`src/rtl/bpc_pkg.sv`:
```
package bpc_pkg;

    localparam int RAW_W     = 24;
    localparam int COEF_W    = 16;
    localparam int CFG_IDX_W = 3;
    localparam int DT_W      = 25;
    localparam int PRESS_W   = 32;
    localparam int TEMP_W    = 19;
    localparam int N_STAGES  = 8;

    localparam int QUEUE_DEPTH_DEF = 2;

    localparam logic signed [19:0] TEMP_REF_CENTI = 20'sd2000;

    typedef enum logic [CFG_IDX_W-1:0] {
        CFG_SENS          = 3'd0,
        CFG_OFFSET        = 3'd1,
        CFG_SENS_TEMPCO   = 3'd2,
        CFG_OFFSET_TEMPCO = 3'd3,
        CFG_REF_TEMP      = 3'd4,
        CFG_TEMP_SENS     = 3'd5
    } cfg_idx_t;

    typedef struct packed {
        logic [COEF_W-1:0] sens;
        logic [COEF_W-1:0] offset;
        logic [COEF_W-1:0] sens_tempco;
        logic [COEF_W-1:0] offset_tempco;
        logic [COEF_W-1:0] ref_temp;
        logic [COEF_W-1:0] temp_sens;
    } coef_t;

    typedef struct packed {
        logic [RAW_W-1:0]        d1;
        logic signed [DT_W-1:0]  dt;
    } item_t;

    typedef struct packed {
        logic full;
        logic empty;
    } q_stat_t;

endpackage

```
`src/rtl/bpc_front.sv`:
```
module bpc_front (
    input  logic                        start,
    output logic                        busy,
    input  logic [bpc_pkg::RAW_W-1:0]   raw_pressure,
    input  logic [bpc_pkg::RAW_W-1:0]   raw_temperature,
    input  logic [bpc_pkg::COEF_W-1:0]  coef_ref_temp,
    input  bpc_pkg::q_stat_t            stat,
    output logic                        push,
    output bpc_pkg::item_t              push_item
);
    import bpc_pkg::*;

    assign busy = stat.full;
    assign push = start && !busy;

    // The temperature difference is formed here so the queue carries it.
    always_comb
    begin
        push_item.d1 = raw_pressure;
        push_item.dt = $signed({1'b0, raw_temperature}) - $signed({1'b0, coef_ref_temp, 8'b0});
    end

endmodule

```
`config.mk`:
```
export PLATFORM = sky130hd
export DESIGN_NAME = bpc_front
export DESIGN_NICKNAME = d
export VERILOG_FILES = /design/src/rtl/bpc_pkg.sv /design/src/rtl/bpc_front.sv
export SDC_FILE = /design/constraint.sdc
export NUM_CORES = 1
export LEC_CHECK = 0
export BUFFER_PORTS_ARGS = -buffer_cell sky130_fd_sc_hd__buf_4
export CORE_UTILIZATION = 38
export DETAILED_ROUTE_END_ITERATION = 8
export GPL_ROUTABILITY_DRIVEN = 0
export PLACE_DENSITY = 0.85
export SYNTH_ARGS = -nofsm -noshare
export SYNTH_HDL_FRONTEND = slang
export SYNTH_SLANG_ARGS = --single-unit
```
`constraint.sdc`:
```
create_clock -name vclk -period 2.78
set_clock_uncertainty 0.15 [all_clocks]
set_input_delay 0.278 -clock vclk [all_inputs]
set_output_delay 0.278 -clock vclk [all_outputs]
set_load 0.1 [all_outputs]
```
==> run_results.csv, run 1 <==
group,metric,value,unit
run_status,status,"finished, violations left",
run_status,violations,"DRC",
worst_setup_path,crit_fanout,4,
final_layout,final_util,51.3,%
clock_tree,ctsHoldBuffers,0,
yosys,synthCells,166,
final_layout,fill_cells,280,
die,core_area,2830,um^2
global_route,grt_pass1_vias,986,
global_route,antenna_found_initial,0,
timing,slew_headroom,72.1,%
placement,hpwl,1980,um
power_and_ir_drop,p_leak,0.000793,uW
die,start_util,41.4,%
job,drv_cap,0,
timing,fmax,0.378,GHz
die,chipHeight,57.5,um
drt,first_pass_iters,7,
timing,fin_setup_tns,0,ns
yosys,seq_area_frac_synth,0,%
timing,hold_viol_final,0,
global_route,track_usage,13.5,%
timing,rsz0062_at_grt,"false",
drt,drt_wl_total,2260,um
final_layout,n_clock_buffer,0,
yosys,synth.distinct_cells,38,
worst_setup_path,critical_path_required,2.35,ns
final_layout,multi_input_area,923,um^2
final_layout,seq_area,0,um^2
worst_setup_path,crit_path_start,"raw_temperature[8]",
placement,placed_cell_area,1450,um^2
power_and_ir_drop,p_switching,541,uW
drt,drt_iter0_drc,24,
yosys,syn_area,1170,um^2
drt,drc,7,
worst_setup_path,critPathKind,"in -> out",
die,dieArea,3310,um^2
drt,wl_per_cell,10.5,um
global_route,grt_max_degree,11,
timing,worstMarginPinSlew,0.413,ns
worst_setup_path,cp_data_arrival_time,2.22,ns
die,rows,19,
drt,via_per_inst,5.09,
yosys,syn_avg_cell_area,7.05,um^2
final_layout,drive_gt1_share,38.0,%
timing,min_period,2.65,ns
min_path,min_path_cells,0,
placement,place.port_buffers,53,
power_and_ir_drop,seq_power_share,0,%
power_and_ir_drop,pwr-share-comb,100.0,%
power_and_ir_drop,p_int,208,uW
drt,antenna_left,0,
power_and_ir_drop,clock_power_share,0,%
drt,vias,1094,
power_and_ir_drop,p_sw_share,72.2,%
power_and_ir_drop,p_per_area,517,nW/um^2
timing,maxSlewViolCount,0,
die,die_w,57.5,um
worst_setup_path,start_kind,"input port",
timing,fin_crit_sh,95.2,%
min_path,hp-class,"in -> out",
final_layout,design_area,1450,um^2
power_and_ir_drop,ir_worst_vdd,0.000347,V
worst_setup_path,cp-endpoint,"push_item[22]",
final_layout,areaGrowthSynthToFinish,23.8,%
global_route,grt_overflow,0,
timing,setup_violations,0,
final_layout,seq_cells,0,
final_layout,nets,270,
yosys,syn-num-nets,250,
worst_setup_path,worstSetupEndpointType,"output pin",
global_route,grt_pass1_wl,3800,um
yosys,ys_warn_count,0,
die,num_io_pins,118,
final_layout,antenna_cells,0,
==> layer usage <==
| metal | GRT usage, % | part of all wire (%) | wire (um) | vias up |
|---|---|---|---|---|
| li1 | - | - | - | 578 |
| met1 | 16.8 | 42 | 954 | 480 |
| met2 | 25.4 | 50 | 1120 | 34 |
| met3 | 0.907 | 7.9 | 178 | 2 |
| met4 | 2.44 | 0.18 | 4 | 0 |
| met5 | 0 | 0 | 0 | - |
==> final cells by class <==
| class | instances | share of cell area (%) |
|---|---|---|
| well taps | 31 | 2.67 |
| multi-input cells | 109 | 63.7 |
| inverters | 21 | 5.44 |
| repair buffers | 54 | 28.2 |
==> synthesized netlist by cell type (2+ instances only) <==
cell	instances	share of area, %
clkbuf_1	3	0.96
xor2_1	2	1.5
a21oi_1	14	6.0
nor3_1	3	1.3
o311ai_0	2	1.5
buf_4	33	21
nor2_1	8	2.6
nor2b_1	5	2.7
inv_1	21	6.7
and3_1	3	1.6
nand2b_1	5	2.7
ha_1	16	17
o31a_1	3	2.2
or3_1	2	1.1
a21o_1	4	2.6
nand4_1	2	1.1
nand2_1	6	1.9
o21ai_0	4	1.7
xnor2_1	9	6.7
o21ai_1	2	0.85
nor4_1	2	1.1
==> stage by stage <==
step,hold WS (ns),cells,setup WS (ns),power (uW)
6_report,0.406,215,0.133,749
5_1_grt,0.406,215,0.00989,786
4_1_cts,0.407,215,0.0750,751
3_5_place_dp,0.407,215,0.0748,750
3_3_place_gp,0.407,215,0.0991,745
2_1_floorplan,0.618,166,-0.398,818
==> worst max-delay path, stage by stage <==
cell and delay (ns):
buf_4 0.08, inv_1 0.03, ha_1 0.21, fa_1 0.44, nor2b_4 0.14, o2111a_2 0.25, o311ai_4 0.12, nand4_1 0.10
or3b_1 0.34, buf_4 0.24
==> timing repair <==
action,4_1_cts,5_1_grt
buffers inserted,0,0
resized for setup,0,1
endpoints found under the hold margin,0,0
setup endpoints to repair,0,1
==> worst min-delay path by stage <==
| stage | start | endpoint |
|---|---|---|
| after floorplan | stat[1] | busy |
| after detailed placement | raw_temperature[1] | push_item[1] |
| final | raw_pressure[5] | push_item[30] |
| after global routing | raw_pressure[0] | push_item[25] |
| after CTS | raw_temperature[1] | push_item[1] |
| after global placement | raw_temperature[1] | push_item[1] |
==> power groups by stage <==
| stage | Sequential (uW) | Combinational [uW] | Clock, uW |
|---|---|---|---|
| 2_1_floorplan | 0 | 818 | 0 |
| 3_3_place_gp | 0 | 745 | 0 |
| 6_report | 0 | 749 | 0 |
| 5_1_grt | 0 | 786 | 0 |
| 3_5_place_dp | 0 | 750 | 0 |
| 4_1_cts | 0 | 751 | 0 |
==> kinds of logic after synthesis <==
family,count (synthesis),synth area share [%]
multiplexers,1,0.855
adder cells (fa/ha/maj),17,18.8
AO/OA/AOI/OAI,38,23.1
AND/OR/NAND/NOR,42,20.2
XOR/XNOR,11,8.23
buffers and inverters,57,28.8
==> placed cells by master, fill, tap and decap left out, types with 2 or more instances in the layout <==
master / synthesis / layout
buf_4: 33 / 53
inv_1: 21 / 21
nor2_1: 8 / 8
ha_1: 16 / 16
o31a_1: 3 / 3
nor2b_1: 5 / 5
xnor2_2: 0 / 7
nor4_1: 2 / 2
o311ai_0: 2 / 2
nand2b_1: 5 / 5
or3_1: 2 / 2
a21o_1: 4 / 4
and3_1: 3 / 3
nand4_1: 2 / 2
nor3_1: 3 / 2
a21oi_1: 14 / 14
xor2_2: 0 / 2
nand2_1: 6 / 6
xnor2_1: 9 / 2
o21ai_0: 4 / 4
(Power assumes the default switching activity.)
==> run 2, diff against run 1 <==
==> constraint.sdc (replaced) <==
create_clock -name vclk -period 3.03
set_clock_uncertainty 0.15 [all_clocks]
set_input_delay 0.303 -clock vclk [all_inputs]
set_output_delay 0.303 -clock vclk [all_outputs]
set_load 0.1 [all_outputs]
==> run 2 against run 1 <==
Effect of this change:
- the flow still finishes with violations (DRC)
- wire length is 0.93% lower
- first-iteration DRC count is 4.2% lower
- via count is 0.37% lower
- sequential share of layout area stayed put
- cell count is 0.47% lower
- largest power group unchanged
==> run_results.csv, run 2 (same netlist as run 1, synthesis figures left out) <==
group,metric,value,unit
final_layout,drive_gt1_share,36.6,%
timing,fin_setup_tns,0,ns
worst_setup_path,critPathKind,"in -> out",
final_layout,nets,269,
worst_setup_path,worstSetupEndpointType,"output pin",
power_and_ir_drop,p_switching,491,uW
timing,fin_crit_sh,90.3,%
timing,hold_viol_final,0,
timing,hold_ws,0.456,ns
power_and_ir_drop,p_per_area,476,nW/um^2
final_layout,seq_cells,0,
timing,slew_headroom,67.8,%
clock_tree,ctsHoldBuffers,0,
global_route,track_usage,12.5,%
power_and_ir_drop,seq_power_share,0,%
die,die_w,57.5,um
global_route,grt_pass1_vias,886,
placement,dpl_worst_slack,0.289,ns
drt,wl_per_cell,10.5,um
timing,rsz0062_at_grt,"false",
final_layout,design_area,1420,um^2
final_layout,n_clock_buffer,0,
die,rows,19,
final_layout,areaGrowthSynthToFinish,21.0,%
power_and_ir_drop,ir_worst_vdd,0.000225,V
placement,placed_cell_area,1420,um^2
final_layout,mostFrequentLayoutCells,"buf_4 (53), inv_1 (21), ha_1 (16)",
power_and_ir_drop,clock_power_share,0,%
drt,via_per_inst,5.09,
die,start_util,41.4,%
power_and_ir_drop,p_int,184,uW
power_and_ir_drop,pwr-share-comb,100.0,%
placement,place.port_buffers,53,
worst_setup_path,cp_data_arrival_time,2.28,ns
worst_setup_path,start_kind,"input port",
worst_setup_path,critical_path_required,2.58,ns
timing,min_period,2.74,ns
global_route,grt_max_degree,11,
die,core_area,2830,um^2
clock_tree,post_cts_buffers,0,
global_route,grt_pass1_wl,3510,um
global_route,antenna_found_initial,0,
run_status,violations,"DRC",
drt,antenna_left,0,
drt,vias,1090,
drt,drc,9,
timing,fin_ws,0.293,ns
worst_setup_path,crit_fanout,4,
final_layout,seq_area,0,um^2
drt,drt_wl_total,2240,um
placement,hpwl,1960,um
min_path,hp-class,"in -> out",
run_status,status,"finished, violations left",
die,chipHeight,57.5,um
global_route,grt_overflow,0,
clock_tree,post_cts_resized,0,
timing,fmax,0.365,GHz
drt,first_pass_iters,6,
final_layout,antenna_cells,0,
job,drv_cap,0,
timing,worstMarginPinSlew,0.476,ns
final_layout,final_common_cell,"buf_4",
power_and_ir_drop,p_sw_share,72.7,%
drt,drt_iter0_drc,23,
timing,maxSlewViolCount,0,
timing,setup_violations,0,
power_and_ir_drop,p_leak,0.000778,uW
die,dieArea,3310,um^2
die,num_io_pins,118,
-- run 2: worst paths after layout --
check	from	end	slack, ns	cells after the start
min	raw_temperature[1]	push_item[1]	0.46	0
max	raw_temperature[8]	push_item[16]	0.29	10
-- run 2: critical path, cell delays in order --
cell and delay (ns):
buf_4 0.11, inv_1 0.04, ha_1 0.17, fa_1 0.26
nor2b_4 0.06, o2111a_2 0.29, o31a_1 0.29, or3_1 0.34
o2111ai_1 0.10, buf_4 0.32
-- run 2: power by group through the flow --
stage	Combinational, uW	Sequential, uW	Clock, uW
floorplan	743	0	0
global placement	674	0	0
detailed placement	678	0	0
CTS	679	0	0
global route	707	0	0
finish	675	0	0
-- run 2: per-stage QoR --
step	std cells	power [uW]	util, %
floorplan	166	743	-
global placement	214	674	50.1
detailed placement	214	678	50.1
CTS	214	679	50.1
global route	214	707	50.1
finish	214	675	50.1
-- run 2: layout make-up --
cell class | instances | area [um^2]
inverters | 21 | 78.8
well taps | 31 | 38.8
multi-input cells | 109 | 902
repair buffers | 53 | 398
fillers | 286 | 1410
-- run 2: per-layer routing --
metal | vias to the layer above | wire, um | GRT usage (%)
met4 | 0 | 10 | 1.39
met1 | 475 | 951 | 16.3
li1 | 575 | - | -
met3 | 4 | 195 | 1.13
met2 | 36 | 1080 | 22.8
met5 | - | 0 | 0
