<file path="src/rtl/bpc_pkg.sv">
package bpc_pkg;

    localparam int RAW_W     = 24;
    localparam int COEF_W    = 16;
    localparam int CFG_IDX_W = 3;
    localparam int DT_W      = 25;
    localparam int PRESS_W   = 32;
    localparam int TEMP_W    = 19;
    localparam int N_STAGES  = 8;

    localparam int QUEUE_DEPTH_DEF = 2;

    localparam logic signed [19:0] TEMP_REF_CENTI = 20'sd2000;

    typedef enum logic [CFG_IDX_W-1:0] {
        CFG_SENS          = 3'd0,
        CFG_OFFSET        = 3'd1,
        CFG_SENS_TEMPCO   = 3'd2,
        CFG_OFFSET_TEMPCO = 3'd3,
        CFG_REF_TEMP      = 3'd4,
        CFG_TEMP_SENS     = 3'd5
    } cfg_idx_t;

    typedef struct packed {
        logic [COEF_W-1:0] sens;
        logic [COEF_W-1:0] offset;
        logic [COEF_W-1:0] sens_tempco;
        logic [COEF_W-1:0] offset_tempco;
        logic [COEF_W-1:0] ref_temp;
        logic [COEF_W-1:0] temp_sens;
    } coef_t;

    typedef struct packed {
        logic [RAW_W-1:0]        d1;
        logic signed [DT_W-1:0]  dt;
    } item_t;

    typedef struct packed {
        logic full;
        logic empty;
    } q_stat_t;

endpackage

</file>
<file path="src/rtl/bpc_queue.sv">
module bpc_queue #(
    parameter int DEPTH = bpc_pkg::QUEUE_DEPTH_DEF
) (
    input  logic              clk,
    input  logic              rst_n,
    input  logic              push,
    input  bpc_pkg::item_t    push_item,
    input  logic              pop,
    output bpc_pkg::item_t    head_item,
    output bpc_pkg::q_stat_t  stat
);
    import bpc_pkg::*;

    localparam int PTR_W = $clog2(DEPTH);
    localparam int CNT_W = $clog2(DEPTH + 1);
    localparam logic [PTR_W-1:0] LAST_PTR = PTR_W'(DEPTH - 1);
    localparam logic [CNT_W-1:0] FULL_CNT = CNT_W'(DEPTH);

    item_t            entry_reg [DEPTH];
    logic [PTR_W-1:0] wr_ptr_reg;
    logic [PTR_W-1:0] wr_ptr_next;
    logic [PTR_W-1:0] rd_ptr_reg;
    logic [PTR_W-1:0] rd_ptr_next;
    logic [CNT_W-1:0] count_reg;
    logic [CNT_W-1:0] count_next;

    assign head_item  = entry_reg[rd_ptr_reg];
    assign stat.full  = (count_reg == FULL_CNT);
    assign stat.empty = (count_reg == '0);

    always_comb
    begin
        wr_ptr_next = wr_ptr_reg;
        rd_ptr_next = rd_ptr_reg;
        count_next  = count_reg;
        if (push)
        begin
            wr_ptr_next = (wr_ptr_reg == LAST_PTR) ? '0 : wr_ptr_reg + 1'b1;
        end
        if (pop)
        begin
            rd_ptr_next = (rd_ptr_reg == LAST_PTR) ? '0 : rd_ptr_reg + 1'b1;
        end
        if (push && !pop)
        begin
            count_next = count_reg + 1'b1;
        end
        else if (pop && !push)
        begin
            count_next = count_reg - 1'b1;
        end
    end

    always_ff @(posedge clk or negedge rst_n)
    begin
        if (!rst_n)
        begin
            wr_ptr_reg <= '0;
            rd_ptr_reg <= '0;
            count_reg  <= '0;
        end
        else
        begin
            wr_ptr_reg <= wr_ptr_next;
            rd_ptr_reg <= rd_ptr_next;
            count_reg  <= count_next;
        end
    end

    always_ff @(posedge clk)
    begin
        if (push)
        begin
            entry_reg[wr_ptr_reg] <= push_item;
        end
    end

endmodule

</file>
<file path="config.mk">
export PLATFORM = sky130hd
export DESIGN_NAME = bpc_queue
export DESIGN_NICKNAME = d
export VERILOG_FILES = /design/src/rtl/bpc_pkg.sv /design/src/rtl/bpc_queue.sv
export SDC_FILE = /design/constraint.sdc
export NUM_CORES = 1
export LEC_CHECK = 0
export BUFFER_PORTS_ARGS = -buffer_cell sky130_fd_sc_hd__buf_4
export CORE_AREA = 4 4 101 103
export CTS_CLUSTER_DIAMETER = 150
export DETAILED_ROUTE_END_ITERATION = 10
export DIE_AREA = 0 0 105 107
export GPL_TIMING_DRIVEN = 0
export PLACE_DENSITY = 0.74
export SLEW_MARGIN = 20
export SYNTH_ARGS = -nofsm -noshare
export SYNTH_HDL_FRONTEND = slang
export SYNTH_SLANG_ARGS = --single-unit
</file>
<file path="constraint.sdc">
create_clock -name clk -period 4.2 [get_ports clk]
set_input_delay 0.42 -clock clk [delete_from_list [all_inputs] [get_ports clk]]
set_output_delay 0.42 -clock clk [all_outputs]
set_load 0.01 [all_outputs]
</file>
==> results of run 1 <==
-- Yosys cell counts --
| library cell | number | area share [%] |
|---|---|---|
| dfrtp_1 | 4 | 2.5 |
| buf_12 | 5 | 2.5 |
| mux2_4 | 49 | 19 |
| xor2_1 | 4 | 0.88 |
| buf_6 | 1 | 0.28 |
| nor2b_1 | 2 | 0.31 |
| inv_1 | 1 | 0.094 |
| edfxtp_1 | 98 | 74 |
| nor2_1 | 2 | 0.19 |
| and2_1 | 1 | 0.16 |
| ha_1 | 1 | 0.31 |
| xnor2_1 | 1 | 0.22 |
-- routing by layer --
| layer | vias to the layer above | wire (microns) | track usage, % |
|---|---|---|---|
| li1 | 884 | - | - |
| met1 | 895 | 2510 | 13.2 |
| met2 | 63 | 3480 | 21.4 |
| met3 | 8 | 432 | 4.09 |
| met4 | 0 | 71 | 4.50 |
| met5 | - | 0 | 0 |
-- power groups by stage --
stage | registers [mW] | clock network (mW) | logic (mW)
3_3_place_gp | 1.44 | 0 | 1.27
4_1_cts | 1.41 | 0.606 | 1.30
6_report | 1.41 | 0.583 | 1.27
5_1_grt | 1.43 | 0.653 | 1.36
3_5_place_dp | 1.44 | 0 | 1.30
2_1_floorplan | 1.43 | 0 | 0.819
-- metrics by stage --
step	util [%]	area (sq um)	hold slack (ps)	cells
4_1_cts	55.6	5110	227	401
3_3_place_gp	53.2	4890	218	383
6_report	55.6	5110	249	401
2_1_floorplan	-	3980	124	169
3_5_place_dp	53.5	4920	222	384
5_1_grt	55.6	5110	217	401
-- cell usage in the layout (no fill, tap or decap), types with 2 or more instances in the layout --
cell        count
clkinvlp_4      2
clkbuf_1        3
nor2_1          2
mux2_4         49
clkbuf_8        9
buf_4         103
buf_12          6
edfxtp_1       98
dfrtp_1         4
xor2_1          4
-- worst register-to-register path, stage by stage (launching register included) --
cell	delay, ps
dfrtp_1	440
nor2b_4	620
buf_12	280
-- cell families (layout without fill, tap and decap cells) --
family,count (synthesis),in the layout,synth area share [%]
DFF,102,102,76.5
adders and majority gates,1,1,0.315
buffers and inverters,7,128,2.89
muxes,49,49,18.5
xor gates and xnor gates,5,5,1.10
and+or+nand+nor,5,5,0.661
-- what timing repair did --
| action | CTS | global route |
|---|---|---|
| hold buffers | 1 | 0 |
| hold endpoints to repair | 4 | 0 |
| setup buffers | 0 | 0 |
-- worst paths after layout --
| path | from | to | slack [ps] | cells after the start |
|---|---|---|---|---|
| worst max-delay path | rd_ptr_reg$_DFFE_PN0P_ | head_item[21] | 2310 | 4 |
| worst min-delay path | push_item[1] | entry_reg[0][1]$_DFFE_PP_ | 250 | 1 |
| worst max register to register | wr_ptr_reg$_DFFE_PN0P_ | entry_reg[0][48]$_DFFE_PP_ | 2550 | 2 |
| worst min register to register | count_reg[1]$_DFFE_PN0P_ | count_reg[1]$_DFFE_PN0P_ | 520 | 1 |
| max in group asynchronous | rst_n | rd_ptr_reg$_DFFE_PN0P_ | 3690 | 2 |
| min in group asynchronous | rst_n | count_reg[0]$_DFFE_PN0P_ | 400 | 2 |
-- final cells by class --
cell class                      instances  area share (%)
Buffer                                  6            2.18
Multi-Input combinational cell         60            16.2
Inverter                                1          0.0734
Clock buffer                           12            2.64
Sequential cell                       102            59.5
Clock inverter                          4           0.979
Timing Repair Buffer                  105            15.7
Tap cell                              111            2.72
==> flow_summary.yaml, run 1 <==
setup_path:
  slowest_stage: "dfrtp_1"
  cp_data_arrival_time_ps: 1470
  path_delay_family: "buffers and inverters"
  cp.required_ps: 3780
  cp-end-kind: "primary output"
  path_buf_inv: 3
  crit_chain: "buf_6 -> buf_12 -> mux2_4 -> buf_4"
  crit_type: "reg -> out"
  critPathMaxFanout: 10
  slowest_delay_ps: 380
  startpoint_type: "flip-flop"
clock_tree:
  cts.sinks: 102
  cts_made_buffers: 9
  htreeDepth: 3
  clock_latency_ps: 350
  clockBufferDepth: 2
  cts_tree: "yes"
  clockRootBuffer: "clkbuf_8"
  ctsResizeCount: 0
  clkSlewWorstSetupHoldPaths_ps: 100
placed_design:
  place_hpwl_mm: 4.43
  routabilityCongestion: 0.636
  pre_cts_slack_ps: 2400
  io_buffers: 103
yosys:
  yosys_warnings: 0
  syn_area_sq_um: 3980
  yosysUniqueCellTypes: 12
  syn_area_per_cell_sq_um: 23.5
  synth_nets: 223
  synth_seq_cells: 102
  syn-instance-count: 169
  yosysSeqAreaShare_pct: 76.5
timing:
  min_period_over_period_pct: 45.1
  max_freq_ghz: 0.528
  rsz0062_at_grt: "false"
  layout_min_cycle_time_ps: 1890
  tns_ps: 0
  tightest_slew_ps: 752
  setup_slack_ps: 2310
  finalHoldViolations: 0
  slew_headroom_pct: 49.7
  drv_slew: 0
  finalSetupViolCount: 0
  fin_worst_skew_ps: 13.7
global_route:
  grt_pass1_wl_mm: 10.4
  grt_max_degree: 50
  antenna_found_initial: 0
  overflow: 0
  grt_pass1_vias: 2061
  grtUsageTotal_pct: 12.0
floorplanning:
  fp.dieArea_sq_um: 11200
  row_count: 35
  die_y_microns: 107
  io_pins: 104
  die_x_microns: 105
  start_util_pct: 43.2
  core_sq_um: 9200
route:
  drt-total-wl_mm: 6.49
  post_drt_via_cell_ratio: 4.61
  drt_first_pass_iters: 4
  via_count: 1850
  drt_iter0_drc: 62
  wl_per_cell_microns: 16.2
  antenna_left: 0
  drc: 0
power_and_ir_drop:
  p_comb_share_pct: 38.9
  sw_frac_of_total_pct: 27.4
  p_sw_mw: 0.896
  cellInternalPower_mw: 2.37
  ir_worst_vdd_v: 0.000376
  power.density_nw_per_um2: 638
  pwr-share-clk_pct: 17.9
  power_mw: 3.26
  p_seq_share_pct: 43.2
  p_leak_nw: 2.07
cells_and_area:
  nets: 339
  antenna_cells: 0
  multi_input_area_sq_um: 828
  drive_above_1_share_pct: 60.0
  regArea_sq_um: 3040
  syn2layout_area_growth_pct: 28.6
  fill_cells: 729
  largest_reg_flops: 98
outcome:
  status: "complete, no violations"
run:
  max_cap_violations: 0
hold_path:
  hold_class: "in -> reg"
No activity file was read; power rests on OpenSTA's default activity.
==> run 2, diff against run 1 <==
- clock period: 4.2 -> 1.9 ns (I/O delays scaled with it)
==> run 2 against run 1 <==
  * Non-clock buffer count is 39 higher
  * Register-to-register slack worse by 2300 ps
  * Worst setup slack got worse by 2100 ps
  * Utilization grew 4.3 points
  * Critical path type unchanged
  * Largest cell class unchanged
  * Largest power group unchanged
  * Highest routed layer unchanged
==> flow_summary.yaml, run 2 (synthesis gave the netlist of run 1 again) <==
route:
  via_count: 2008
  wl_per_cell_microns: 15.1
  antenna_left: 0
  drt-total-wl_mm: 6.63
  drc: 0
  drt_first_pass_iters: 4
  drt_iter0_drc: 94
  post_drt_via_cell_ratio: 4.56
setup_path:
  cp_data_arrival_time_ps: 1490
  path_delay_family: "buffers and inverters"
  crit_type: "reg -> out"
  startpoint_type: "flip-flop"
  slowest_stage: "dfrtp_1"
  crit_chain: "buf_6 -> buf_12 -> mux2_4 -> buf_4"
  critPathMaxFanout: 10
  rr_startpoint: "wr_ptr_reg$_DFFE_PN0P_"
  path_buf_inv: 3
  slowest_delay_ps: 380
  cp.required_ps: 1710
  cp-end-kind: "primary output"
  crit_start: "rd_ptr_reg$_DFFE_PN0P_"
outcome:
  status: "complete, no violations"
cells_and_area:
  layout.cells.non_filler: 440
  fill_cells: 683
  largest_reg_flops: 98
  fin_area_sq_um: 5510
  antenna_cells: 0
  syn2layout_area_growth_pct: 38.5
  drive_above_1_share_pct: 53.8
  nets: 378
  layout_commonest_cell: "buf_4"
  final_cell_mix: "buf_4, edfxtp_1, mux2_4"
floorplanning:
  die_y_microns: 107
  core_sq_um: 9200
  start_util_pct: 43.2
  io_pins: 104
  die_x_microns: 105
  row_count: 35
  fp.dieArea_sq_um: 11200
timing:
  min_period_over_period_pct: 88.2
  layout_min_cycle_time_ps: 1680
  slew_headroom_pct: 55.1
  drv_slew: 0
  rsz0062_at_grt: "false"
  hold-worst-slack_ps: 25.4
  finalSetupViolCount: 0
  fin_worst_skew_ps: 7.32
  finalHoldViolations: 0
  max_freq_ghz: 0.597
  tightest_slew_ps: 673
  setup_slack_ps: 225
clock_tree:
  cts_tree: "yes"
  clkSlewWorstSetupHoldPaths_ps: 90
  clock_latency_ps: 350
  cts.sinks: 102
  clockRootBuffer: "clkbuf_8"
  postCtsSetupBuffers: 0
  cts_made_buffers: 9
  clockBufferDepth: 2
  htreeDepth: 3
  ctsResizeCount: 0
power_and_ir_drop:
  p_leak_nw: 2.24
  power.density_nw_per_um2: 1310
  ir_worst_vdd_v: 0.000811
placed_design:
  pre_cts_slack_ps: 270
  dp_cells: 385
  routabilityCongestion: 0.632
  place_hpwl_mm: 4.41
  placed_cell_area_sq_um: 4950
  io_buffers: 103
global_route:
  grtUsageTotal_pct: 12.6
  grt_max_degree: 50
  overflow: 0
  grt_pass1_vias: 2173
  grt_pass1_wl_mm: 10.8
  antenna_found_initial: 0
hold_path:
  hold_class: "in -> reg"
  hp-start: "push_item[19]"
run:
  max_cap_violations: 0
run 2: cell types whose count changed in the layout (fill, tap and decap cells not counted):
cell	delta
buf_16	+1
bufinv_16	-1
clkbuf_1	-2
clkinv_2	+1
clkinvlp_4	-1
dlygate4sd3_1	+38
inv_6	+3
run 2: cell type report:
type                            count  area, sq um  share of cell area (%)
Clock inverter                      6         43.8                   0.795
Tap cell                          111          139                    2.52
Buffer                              6          111                    2.02
Timing Repair Buffer              144         1210                    22.0
Multi-Input combinational cell     60          828                    15.0
Sequential cell                   102         3040                    55.2
Inverter                            1         3.75                  0.0682
Clock buffer                       10          128                    2.32
run 2: worst paths after layout:
check | to | cells past startpoint | slack [ps]
min reg2reg | count_reg[1]$_DFFE_PN0P_ | 1 | 500
min | entry_reg[0][19]$_DFFE_PP_ | 1 | 30
min in group asynchronous | count_reg[0]$_DFFE_PN0P_ | 2 | 180
max in group asynchronous | wr_ptr_reg$_DFFE_PN0P_ | 2 | 1620
max reg2reg | entry_reg[0][43]$_DFFE_PP_ | 3 | 280
max | head_item[23] | 4 | 220
run 2: routing by layer:
| layer | track usage, % | up-vias | part of all wire (%) |
|---|---|---|---|
| met4 | 5.34 | 0 | 1.4 |
| li1 | - | 966 | - |
| met5 | 0 | - | 0 |
| met1 | 14.9 | 967 | 41 |
| met2 | 21.4 | 66 | 51 |
| met3 | 3.91 | 9 | 5.7 |
run 2: stage by stage:
step | total power, mW | utilization [%] | TNS (ps)
3_5_place_dp | 6.10 | 53.8 | 0
3_3_place_gp | 6.00 | 53.3 | -5980
5_1_grt | 7.64 | 59.9 | 0
4_1_cts | 7.37 | 59.5 | 0
6_report | 7.23 | 59.9 | 0
2_1_floorplan | 4.96 | - | 0
run 2: where the power goes:
part	internal, mW	switching (mW)
clock	0.487	0.720
combinational	1.72	1.19
sequential	2.99	0.129
run 2: worst register-to-register path, cell delays in order (launching register included):
cell     delay (ps)
dfrtp_1         440
nor2b_4         470
buf_12          260
buf_16          170
run 2: what timing repair did:
action                                 4_1_cts  5_1_grt
endpoints found under the hold margin       69        8
hold buffers                                35        4
setup endpoints to repair                    0        0
