File: config.mk
export PLATFORM = sky130hd
export DESIGN_NAME = bpc_cfg_regs
export DESIGN_NICKNAME = d
export VERILOG_FILES = /design/src/rtl/bpc_pkg.sv /design/src/rtl/bpc_cfg_regs.sv
export SDC_FILE = /design/constraint.sdc
export NUM_CORES = 1
export LEC_CHECK = 0
export ABC_CLOCK_PERIOD_IN_PS = 1000
export BUFFER_PORTS_ARGS = -buffer_cell sky130_fd_sc_hd__buf_2
export CORE_ASPECT_RATIO = 0.8
export CORE_MARGIN = 2
export CORE_UTILIZATION = 38
export CTS_CLUSTER_SIZE = 8
export DETAILED_ROUTE_END_ITERATION = 16
export GPL_TIMING_DRIVEN = 1
export PLACE_DENSITY = 0.63
export SKIP_CTS_REPAIR_TIMING = 1
export SLEW_MARGIN = 10
export SYNTH_ARGS = -nofsm -noshare
export SYNTH_HDL_FRONTEND = slang
export SYNTH_SLANG_ARGS = --single-unit
File: constraint.sdc
create_clock -name clk -period 1 [get_ports clk]
set_input_delay 0.2 -clock clk [delete_from_list [all_inputs] [get_ports clk]]
set_output_delay 0.2 -clock clk [all_outputs]
set_load 0.01 [all_outputs]
File: src/rtl/bpc_pkg.sv
package bpc_pkg;

    localparam int RAW_W     = 24;
    localparam int COEF_W    = 16;
    localparam int CFG_IDX_W = 3;
    localparam int DT_W      = 25;
    localparam int PRESS_W   = 32;
    localparam int TEMP_W    = 19;
    localparam int N_STAGES  = 8;

    localparam int QUEUE_DEPTH_DEF = 2;

    localparam logic signed [19:0] TEMP_REF_CENTI = 20'sd2000;

    typedef enum logic [CFG_IDX_W-1:0] {
        CFG_SENS          = 3'd0,
        CFG_OFFSET        = 3'd1,
        CFG_SENS_TEMPCO   = 3'd2,
        CFG_OFFSET_TEMPCO = 3'd3,
        CFG_REF_TEMP      = 3'd4,
        CFG_TEMP_SENS     = 3'd5
    } cfg_idx_t;

    typedef struct packed {
        logic [COEF_W-1:0] sens;
        logic [COEF_W-1:0] offset;
        logic [COEF_W-1:0] sens_tempco;
        logic [COEF_W-1:0] offset_tempco;
        logic [COEF_W-1:0] ref_temp;
        logic [COEF_W-1:0] temp_sens;
    } coef_t;

    typedef struct packed {
        logic [RAW_W-1:0]        d1;
        logic signed [DT_W-1:0]  dt;
    } item_t;

    typedef struct packed {
        logic full;
        logic empty;
    } q_stat_t;

endpackage

File: src/rtl/bpc_cfg_regs.sv
module bpc_cfg_regs (
    input  logic                           clk,
    input  logic                           rst_n,
    input  logic                           cfg_valid,
    output logic                           cfg_ready,
    input  logic [bpc_pkg::CFG_IDX_W-1:0]  cfg_index,
    input  logic [bpc_pkg::COEF_W-1:0]     cfg_data,
    output bpc_pkg::coef_t                 coef
);
    import bpc_pkg::*;

    coef_t coef_reg;
    coef_t coef_next;

    assign cfg_ready = 1'b1;
    assign coef      = coef_reg;

    always_comb
    begin
        coef_next = coef_reg;
        if (cfg_valid && cfg_ready)
        begin
            case (cfg_idx_t'(cfg_index))
                CFG_SENS:          coef_next.sens          = cfg_data;
                CFG_OFFSET:        coef_next.offset        = cfg_data;
                CFG_SENS_TEMPCO:   coef_next.sens_tempco   = cfg_data;
                CFG_OFFSET_TEMPCO: coef_next.offset_tempco = cfg_data;
                CFG_REF_TEMP:      coef_next.ref_temp      = cfg_data;
                CFG_TEMP_SENS:     coef_next.temp_sens     = cfg_data;
                default:           coef_next               = coef_reg;
            endcase
        end
    end

    always_ff @(posedge clk or negedge rst_n)
    begin
        if (!rst_n)
        begin
            coef_reg <= '0;
        end
        else
        begin
            coef_reg <= coef_next;
        end
    end

endmodule

==> results of run 1 <==
-- power by group through the flow --
stage	registers (mW)	logic, mW	clock network, mW
after global placement	5.25	2.73	0
after detailed placement	5.25	2.77	0
after floorplan	5.64	1.08	0
after global routing	5.33	3.82	3.71
final	5.24	3.58	3.43
after CTS	5.21	2.77	3.53
-- routing by layer --
metal,part of all wire [%],wire [microns],global-route usage [%]
met1,46,4205,22.79
met2,48,4422,26.54
met3,5.0,464,5.882
met4,1.3,123,5.793
met5,0,0,0
-- worst register-to-register path, cell delays in order (launching register included) --
cell and delay [ps]:
dfrtp_1 410, buf_4 140, mux2_4 250
-- how the worst max path moves through the flow --
stage	startpoint	endpoint	slack, ps	depth (start not counted)
after floorplan	cfg_index[0]	coef[80]$_DFFE_PN0P_	-380	4
after global placement	cfg_index[1]	coef[30]$_DFFE_PN0P_	-340	4
after detailed placement	cfg_index[1]	coef[29]$_DFFE_PN0P_	-350	4
after CTS	coef[60]$_DFFE_PN0P_	coef[60]	-90	1
after global routing	coef[61]$_DFFE_PN0P_	coef[61]	-130	1
final	coef[61]$_DFFE_PN0P_	coef[61]	-80	1
-- layout make-up --
class,count,area [sq um],area share [%]
tap,119,148.9,2.656
multi-input combinational,103,1413,25.20
clock buffer,13,260.3,4.643
sequential,96,2402,42.86
clock inverter,3,40.04,0.7143
timing repair buffer,176,1341,23.93
-- cells in the final DEF (no fill, tap or decap), types with 2 or more instances in the layout --
| master | Yosys | final |
|---|---|---|
| dfrtp_1 | 96 | 96 |
| buf_2 | 2 | 93 |
| mux2_4 | 0 | 61 |
| buf_4 | 1 | 46 |
| mux2_2 | 95 | 35 |
| buf_6 | 7 | 22 |
| clkbuf_16 | 0 | 11 |
| buf_12 | 0 | 10 |
| and4bb_4 | 0 | 2 |
| nand4b_2 | 2 | 2 |
| clkbuf_1 | 0 | 2 |
| clkbuf_8 | 0 | 2 |
| clkinv_2 | 0 | 2 |
-- logic make-up after synthesis --
| family | count (synthesis) |
|---|---|
| other cells | 1 |
| buf+inv | 11 |
| mux | 96 |
| simple gates | 6 |
| flops | 96 |
==> impl_metrics.env, run 1 <==
export IMPL_status="finished, violations left"
export IMPL_violations="negative setup slack"
export IMPL_critical_path_endpoint_type="primary output"
export IMPL_critPathBufInv=1
export IMPL_cts_clk_slew_worst_paths_ps=60
export IMPL_clk_path_buf_depth=2
export IMPL_yosys_top_cells_count="dfrtp_1 (96), mux2_2 (95), buf_6 (7)"
export IMPL_grt_total_usage_pct=17.21
export IMPL_grt_max_degree=64
export IMPL_postSynthCellCount=210
export IMPL_antenna_found_initial=0
export IMPL_critPathLaunchType="flip-flop"
export IMPL_cp_max_fo=2
export IMPL_synth_top_family_by_area="multiplexers"
export IMPL_synth_edff_count=0
export IMPL_finalInstanceArea_sq_um=5605
export IMPL_final_cells=510
export IMPL_die_h_microns=92.14
export IMPL_diodes=0
export IMPL_hp_class="in2reg"
export IMPL_avgSynthCellArea_sq_um=17.57
export IMPL_max_cap_viol_count=0
export IMPL_synth_top_area_share_pct=65.11
export IMPL_hold_viol=0
export IMPL_synthAdderAreaFrac_pct=0
export IMPL_whs_ps=178.6
export IMPL_r2r_worst_path_cells=2
export IMPL_ir_drop_v=0.001024
export IMPL_grt_pass1_vias=2289
export IMPL_initial_utilization_pct=38.72
export IMPL_intPower_mw=9.044
export IMPL_cts_tree="built"
export IMPL_n_fill_cell=781
export IMPL_fin_crit_sh_pct=108.0
export IMPL_hold_depth=2
export IMPL_final_util_pct=58.82
export IMPL_htree_levels=3
export IMPL_synth_simple_area_share_pct=2.475
export IMPL_rsz0062_at_grt="yes"
export IMPL_ys_ff_latch=96
export IMPL_drc=0
export IMPL_slew_violations=0
export IMPL_dp_cells=451
export IMPL_switching_share_pct=26.14
export IMPL_detailed_place_hpwl_microns=5757
export IMPL_place_area_sq_um=4737
export IMPL_clockRootBuffer="clkbuf_16"
export IMPL_rrSetupSlack_ps=90
export IMPL_skew_ps=0
export IMPL_vias=2442
export IMPL_clkLatencyLatePin_ps=330
export IMPL_fin_setup_tns_ps=-5629
export IMPL_hold_end="coef[25]$_DFFE_PN0P_"
export IMPL_cts_buffers=9
export IMPL_portBuffers=117
export IMPL_avgRoutedWirePerCell_microns=18.07
export IMPL_cp_arrival_ps=880
export IMPL_crit_type="reg2out"
export IMPL_leakage_nw=2.787
export IMPL_syn2layout_area_growth_pct=51.92
export IMPL_crit_chain="buf_6"
export IMPL_synth_seq_area_share_pct=65.11
export IMPL_r2r_end="coef[61]$_DFFE_PN0P_"
export IMPL_clkSinkCount=96
export IMPL_io_pins=119
export IMPL_yosysWarnings=0
export IMPL_clkPwrFrac_pct=28.0
export IMPL_power_switching_mw=3.201
export IMPL_period_needed_ps=1080
export IMPL_core_sq_um=9529
export IMPL_r2r_start="coef[61]$_DFFE_PN0P_"
export IMPL_drive_above_1_share_pct=74.42
export IMPL_async_reset_ff_share_pct=100.0
export IMPL_largest_reg_flops=96
export IMPL_max_freq_mhz=926.2
export IMPL_synth_nets=232
export IMPL_grt_pass1_wl_microns=13390
export IMPL_setup_ws_ps=-79.74
export IMPL_crit_required_ps=800
export IMPL_hp_start="cfg_data[9]"
export IMPL_yosysMostFrequentCell="dfrtp_1"
export IMPL_synth_area_sq_um=3690
export IMPL_p_seq_share_pct=42.8
export IMPL_synth_xor_xnor_area_share_pct=0
export IMPL_via_per_inst=4.788
export IMPL_wl_microns=9215
export IMPL_setup_viol=119
export IMPL_cpPeakStageDelay_ps=410
export IMPL_drtIter0Drc=53
export IMPL_p_per_area_nw_per_um2=2185
export IMPL_grt_overflow=0
export IMPL_power_mw=12.25
export IMPL_pre_cts_ws_ps=-352.6
export IMPL_die_x_microns=114.2
export IMPL_cpMaxStageDelayCell="dfrtp_1"
export IMPL_place_congestion=0.7282
export IMPL_synth_cell_type_count=12
export IMPL_synth_main_ff_cell="dfrtp_1"
export IMPL_dieArea_sq_um=10520
export IMPL_synth_mux_area_share_pct=29.30
export IMPL_crit_family="flip-flops"
export IMPL_first_pass_iters=4
export IMPL_p_comb_share_pct=29.2
export IMPL_yosys_area_top_type="dfrtp_1"
export IMPL_synthTopCellsByArea="dfrtp_1 (65%), mux2_2 (29%), buf_6 (2.1%)"
export IMPL_fp_row_count=32
export IMPL_synth_compound_area_share_pct=0
export IMPL_ant_nets=0
export IMPL_fin_nets=408
No activity file was read; power rests on OpenSTA's default activity.
==> run 2, diff against run 1 <==
ABC_AREA = 1   (was not set)
PLACE_DENSITY = 0.62   (was 0.63)
==> impl_metrics.env, run 2 <==
export IMPL_pre_cts_ws_ps=-113.6
export IMPL_core_sq_um=9649
export IMPL_wl_microns=11210
export IMPL_violations="negative setup slack"
export IMPL_grt_max_degree=37
export IMPL_crit_chain="buf_2"
export IMPL_p_per_area_nw_per_um2=2132
export IMPL_crit_start="coef[54]$_DFFE_PN0P_"
export IMPL_cp_max_fo=2
export IMPL_leakage_nw=3.123
export IMPL_power_mw=11.57
export IMPL_avgSynthCellArea_sq_um=8.867
export IMPL_vias=3454
export IMPL_cts_buffers=9
export IMPL_use_met2_pct=31.43
export IMPL_die_x_microns=115.6
export IMPL_critPathLaunchType="flip-flop"
export IMPL_final_cell_mix="nand2_1 (232), buf_2 (102), dfrtp_1 (96)"
export IMPL_antenna_found_initial=0
export IMPL_diodes=0
export IMPL_drtIter0Drc=256
export IMPL_cpPeakStageDelay_ps=410
export IMPL_clkPwrFrac_pct=31.6
export IMPL_htree_levels=3
export IMPL_drive_above_1_share_pct=34.11
export IMPL_syn2layout_area_growth_pct=43.32
export IMPL_intPower_mw=8.255
export IMPL_ir_drop_v=0.0009538
export IMPL_synth_edff_count=0
export IMPL_synth_cell_type_count=12
export IMPL_grt_pass1_vias=3211
export IMPL_whs_ps=167.1
export IMPL_synth_nets=449
export IMPL_via_per_inst=4.668
export IMPL_clockRootBuffer="clkbuf_16"
export IMPL_cts_clk_slew_worst_paths_ps=60
export IMPL_fin_nets=623
export IMPL_place_area_sq_um=4681
export IMPL_grt_pass1_wl_microns=17110
export IMPL_die_h_microns=93.28
export IMPL_rsz0062_at_grt="yes"
export IMPL_synthTopCellsByArea="dfrtp_1 (63%), nand2_1 (23%), nand3_1 (8.5%)"
export IMPL_io_pins=119
export IMPL_portBuffers=117
export IMPL_synth_main_ff_cell="dfrtp_1"
export IMPL_grt_busiest_layer="met2"
export IMPL_dp_cells=680
export IMPL_final_util_pct=56.24
export IMPL_yosys_area_top_type="dfrtp_1"
export IMPL_finalInstanceArea_sq_um=5426
export IMPL_drc=0
export IMPL_crit_family="flip-flops"
export IMPL_yosys_top_cells_count="nand2_1 (232), dfrtp_1 (96), nand3_1 (64)"
export IMPL_skew_ps=0
export IMPL_synth_area_sq_um=3786
export IMPL_setup_viol=96
export IMPL_hp_class="in2reg"
export IMPL_slew_violations=0
export IMPL_hold_viol=0
export IMPL_ant_nets=0
export IMPL_yosysMostFrequentCell="nand2_1"
export IMPL_initial_utilization_pct=39.24
export IMPL_power_switching_mw=3.315
export IMPL_period_needed_ps=1091
export IMPL_final_cells=740
export IMPL_max_cap_viol_count=0
export IMPL_critical_path_endpoint_type="primary output"
export IMPL_async_reset_ff_share_pct=100.0
export IMPL_fp_row_count=32
export IMPL_grt_total_usage_pct=20.99
export IMPL_critPathBufInv=1
export IMPL_clkSinkCount=96
export IMPL_yosysWarnings=0
export IMPL_clkLatencyLatePin_ps=330
export IMPL_avgRoutedWirePerCell_microns=15.15
export IMPL_place_congestion=0.7735
export IMPL_final_common_cell="nand2_1"
export IMPL_fin_setup_tns_ps=-5666
export IMPL_dieArea_sq_um=10780
export IMPL_synth_top_area_share_pct=63.45
export IMPL_largest_reg_flops=96
export IMPL_grtUsageMet1_pct=30.04
export IMPL_hp_start="cfg_data[2]"
export IMPL_first_pass_iters=5
export IMPL_crit_type="reg2out"
export IMPL_cts_tree="built"
export IMPL_crit_required_ps=800
export IMPL_cpMaxStageDelayCell="dfrtp_1"
export IMPL_synth_seq_area_share_pct=63.45
export IMPL_switching_share_pct=28.65
export IMPL_fin_crit_sh_pct=109.1
export IMPL_r2r_start="coef[10]$_DFFE_PN0P_"
export IMPL_ys_ff_latch=96
export IMPL_p_comb_share_pct=24.7
export IMPL_status="finished, violations left"
export IMPL_use_met3_pct=6.675
export IMPL_max_freq_mhz=916.2
export IMPL_p_seq_share_pct=43.7
export IMPL_cp_arrival_ps=890
export IMPL_postSynthCellCount=427
export IMPL_grt_overflow=0
export IMPL_setup_ws_ps=-91.46
export IMPL_clk_path_buf_depth=2
export IMPL_detailed_place_hpwl_microns=7547
==> run 2: cell count changes after synthesis, moves of 4 or more <==
cell | before | now
nand2_1 | 0 | 232
mux2_2 | 95 | 0
nand3_1 | 0 | 64
buf_2 | 2 | 13
buf_6 | 7 | 0
nor2_2 | 0 | 4
==> run 2: power groups by stage <==
| stage | combinational, mW | sequential (mW) | clock, mW |
|---|---|---|---|
| detailed placement | 2.27 | 5.09 | 0 |
| global route | 3.14 | 5.13 | 3.90 |
| global placement | 2.20 | 5.08 | 0 |
| finish | 2.86 | 5.05 | 3.66 |
| CTS | 2.26 | 5.04 | 3.73 |
| floorplan | 0.690 | 5.40 | 0 |
==> run 2: cell type report <==
| cell class | instances | area, sq um |
|---|---|---|
| Inverter | 6 | 22.52 |
| Sequential cell | 96 | 2402 |
| Multi-Input combinational cell | 305 | 1260 |
| Clock inverter | 3 | 67.56 |
| Timing Repair Buffer | 183 | 1261 |
| Tap cell | 136 | 170.2 |
| Clock buffer | 11 | 242.7 |
| Fill cell | 919 | 4223 |
==> run 2: worst paths after layout <==
kind	end	slack (ps)	cells after the start
max	coef[54]	-90	1
min	coef[2]$_DFFE_PN0P_	170	3
max reg2reg	coef[10]$_DFFE_PN0P_	250	3
min reg2reg	coef[58]$_DFFE_PN0P_	470	2
max in group asynchronous	coef[55]$_DFFE_PN0P_	240	3
min in group asynchronous	coef[4]$_DFFE_PN0P_	280	2
==> run 2: worst register-to-register path: stages (launching register included) <==
cell     delay, ps
dfrtp_1        390
buf_4          130
nand2_1         50
nand2_1         60
==> run 2: cell families (layout without fill, tap and decap cells) <==
logic type | Yosys count | after routing | synth area share, %
buffers and inverters | 26 | 203 | 3.404
other | 1 | 1 | 0.09905
AND/OR/NAND/NOR | 304 | 304 | 33.05
flip-flops | 96 | 96 | 63.45
==> run 2: routing by layer <==
| metal | vias up | part of all wire (%) |
|---|---|---|
| met5 | - | 0 |
| met1 | 1644 | 45 |
| met4 | 0 | 0.68 |
| li1 | 1676 | - |
| met3 | 6 | 9.2 |
| met2 | 128 | 46 |
==> run 3, diff against run 2 <==
ABC_CLOCK_PERIOD_IN_PS = 950   (was 1000)
PLACE_DENSITY = 0.65   (was 0.62)
clock period = 0.95 ns   (was 1 ns; I/O delays follow)
==> impl_metrics.env, run 3 (same netlist as run 2, synthesis figures left out) <==
export IMPL_max_freq_mhz=918.5
export IMPL_fin_nets=615
export IMPL_cp_arrival_ps=900
export IMPL_power_mw=11.98
export IMPL_cts_tree="built"
export IMPL_grt_pass1_wl_microns=16660
export IMPL_crit_required_ps=760
export IMPL_fin_crit_sh_pct=114.6
export IMPL_setup_ws_ps=-138.7
export IMPL_initial_utilization_pct=39.24
export IMPL_dieArea_sq_um=10780
export IMPL_detailed_place_hpwl_microns=7360
export IMPL_rsz0062_at_grt="yes"
export IMPL_violations="negative setup slack"
export IMPL_crit_family="flip-flops"
export IMPL_cpPeakStageDelay_ps=410
export IMPL_fin_setup_tns_ps=-9353
export IMPL_clkSinkCount=96
export IMPL_hp_class="in2reg"
export IMPL_ir_drop_v=0.001037
export IMPL_drive_above_1_share_pct=33.28
export IMPL_via_per_inst=4.751
export IMPL_grt_max_degree=43
export IMPL_finalInstanceArea_sq_um=5308
export IMPL_crit_chain="buf_2"
export IMPL_clockRootBuffer="clkbuf_16"
export IMPL_cpMaxStageDelayCell="dfrtp_1"
export IMPL_clk_path_buf_depth=2
export IMPL_final_common_cell="nand2_1"
export IMPL_critPathBufInv=1
export IMPL_critical_path_endpoint_type="primary output"
export IMPL_crit_type="reg2out"
export IMPL_critPathLaunchType="flip-flop"
export IMPL_period_needed_ps=1089
export IMPL_cts_buffers=9
export IMPL_drc=0
export IMPL_die_h_microns=93.28
export IMPL_fp_row_count=32
export IMPL_place_congestion=0.7992
export IMPL_grt_total_usage_pct=20.20
export IMPL_max_cap_viol_count=0
export IMPL_vias=3487
export IMPL_hold_viol=0
export IMPL_avgRoutedWirePerCell_microns=14.54
export IMPL_syn2layout_area_growth_pct=40.19
export IMPL_grt_pass1_vias=3154
export IMPL_setup_viol=96
export IMPL_grt_overflow=0
export IMPL_final_cell_mix="nand2_1 (232), buf_2 (106), dfrtp_1 (96)"
export IMPL_first_pass_iters=4
export IMPL_core_sq_um=9649
export IMPL_diodes=0
export IMPL_p_per_area_nw_per_um2=2258
export IMPL_largest_reg_flops=96
export IMPL_antenna_found_initial=0
export IMPL_ant_nets=0
export IMPL_portBuffers=117
export IMPL_status="finished, violations left"
export IMPL_slew_violations=0
export IMPL_drtIter0Drc=212
export IMPL_place_area_sq_um=4658
export IMPL_clkLatencyLatePin_ps=330
export IMPL_leakage_nw=3.060
export IMPL_skew_ps=0
export IMPL_wl_microns=10670
export IMPL_n_fill_cell=908
export IMPL_cp_max_fo=2
export IMPL_die_x_microns=115.6
export IMPL_io_pins=119
export IMPL_cts_clk_slew_worst_paths_ps=70
export IMPL_htree_levels=3
-- run 3: changes by cell type in the layout (fill, tap and decap cells not counted), moves of 3 or more --
cell    previous run  this run
buf_2            102       106
buf_4             59        54
buf_6             14        10
buf_12             7         4
-- run 3: path summary, 6_finish.rpt --
kind | start | end | slack [ps] | cells past startpoint
worst min register to register | coef[31]$_DFFE_PN0P_ | coef[31]$_DFFE_PN0P_ | 460 | 2
worst min-delay path | cfg_data[4] | coef[36]$_DFFE_PN0P_ | 160 | 3
max in group asynchronous | rst_n | coef[12]$_DFFE_PN0P_ | 340 | 3
worst max-delay path | coef[73]$_DFFE_PN0P_ | coef[73] | -140 | 1
min in group asynchronous | rst_n | coef[81]$_DFFE_PN0P_ | 390 | 3
worst max register to register | coef[69]$_DFFE_PN0P_ | coef[69]$_DFFE_PN0P_ | 170 | 3
-- run 3: metal layers --
layer / wire, microns / up-vias / global-route usage, %
met4: 82 / 0 / 4.819
met2: 4513 / 121 / 28.27
met3: 752 / 9 / 5.185
met1: 5324 / 1698 / 31.24
li1: - / 1659 / -
met5: 0 / - / 0
-- run 3: cell type report --
cell class / count / area, sq um / area share [%]
Clock inverter: 5 / 81.33 / 1.532
Inverter: 6 / 22.52 / 0.4243
Sequential cell: 96 / 2402 / 45.26
Tap cell: 136 / 170.2 / 3.206
Multi-Input combinational cell: 305 / 1260 / 23.74
Timing Repair Buffer: 175 / 1139 / 21.45
Clock buffer: 11 / 232.7 / 4.385
-- run 3: stage by stage --
stage | setup slack [ps] | hold WS [ps] | std cells | utilization, %
after floorplan | -15.92 | -105.6 | 427 | -
after global placement | -139.9 | 196.4 | 682 | 48.28
after detailed placement | -161.3 | 193.9 | 682 | 48.28
after CTS | -146.6 | -162.7 | 698 | 51.53
after global routing | -163.1 | 156.5 | 734 | 55.01
final | -138.7 | 160.3 | 734 | 55.01
-- run 3: report_power, final --
group          leakage (nW)  total (mW)  switching, mW  internal, mW
clock network         0.150        3.85           1.54          2.31
registers              1.21        5.30          0.451          4.85
logic                  1.70        2.83           1.48          1.35
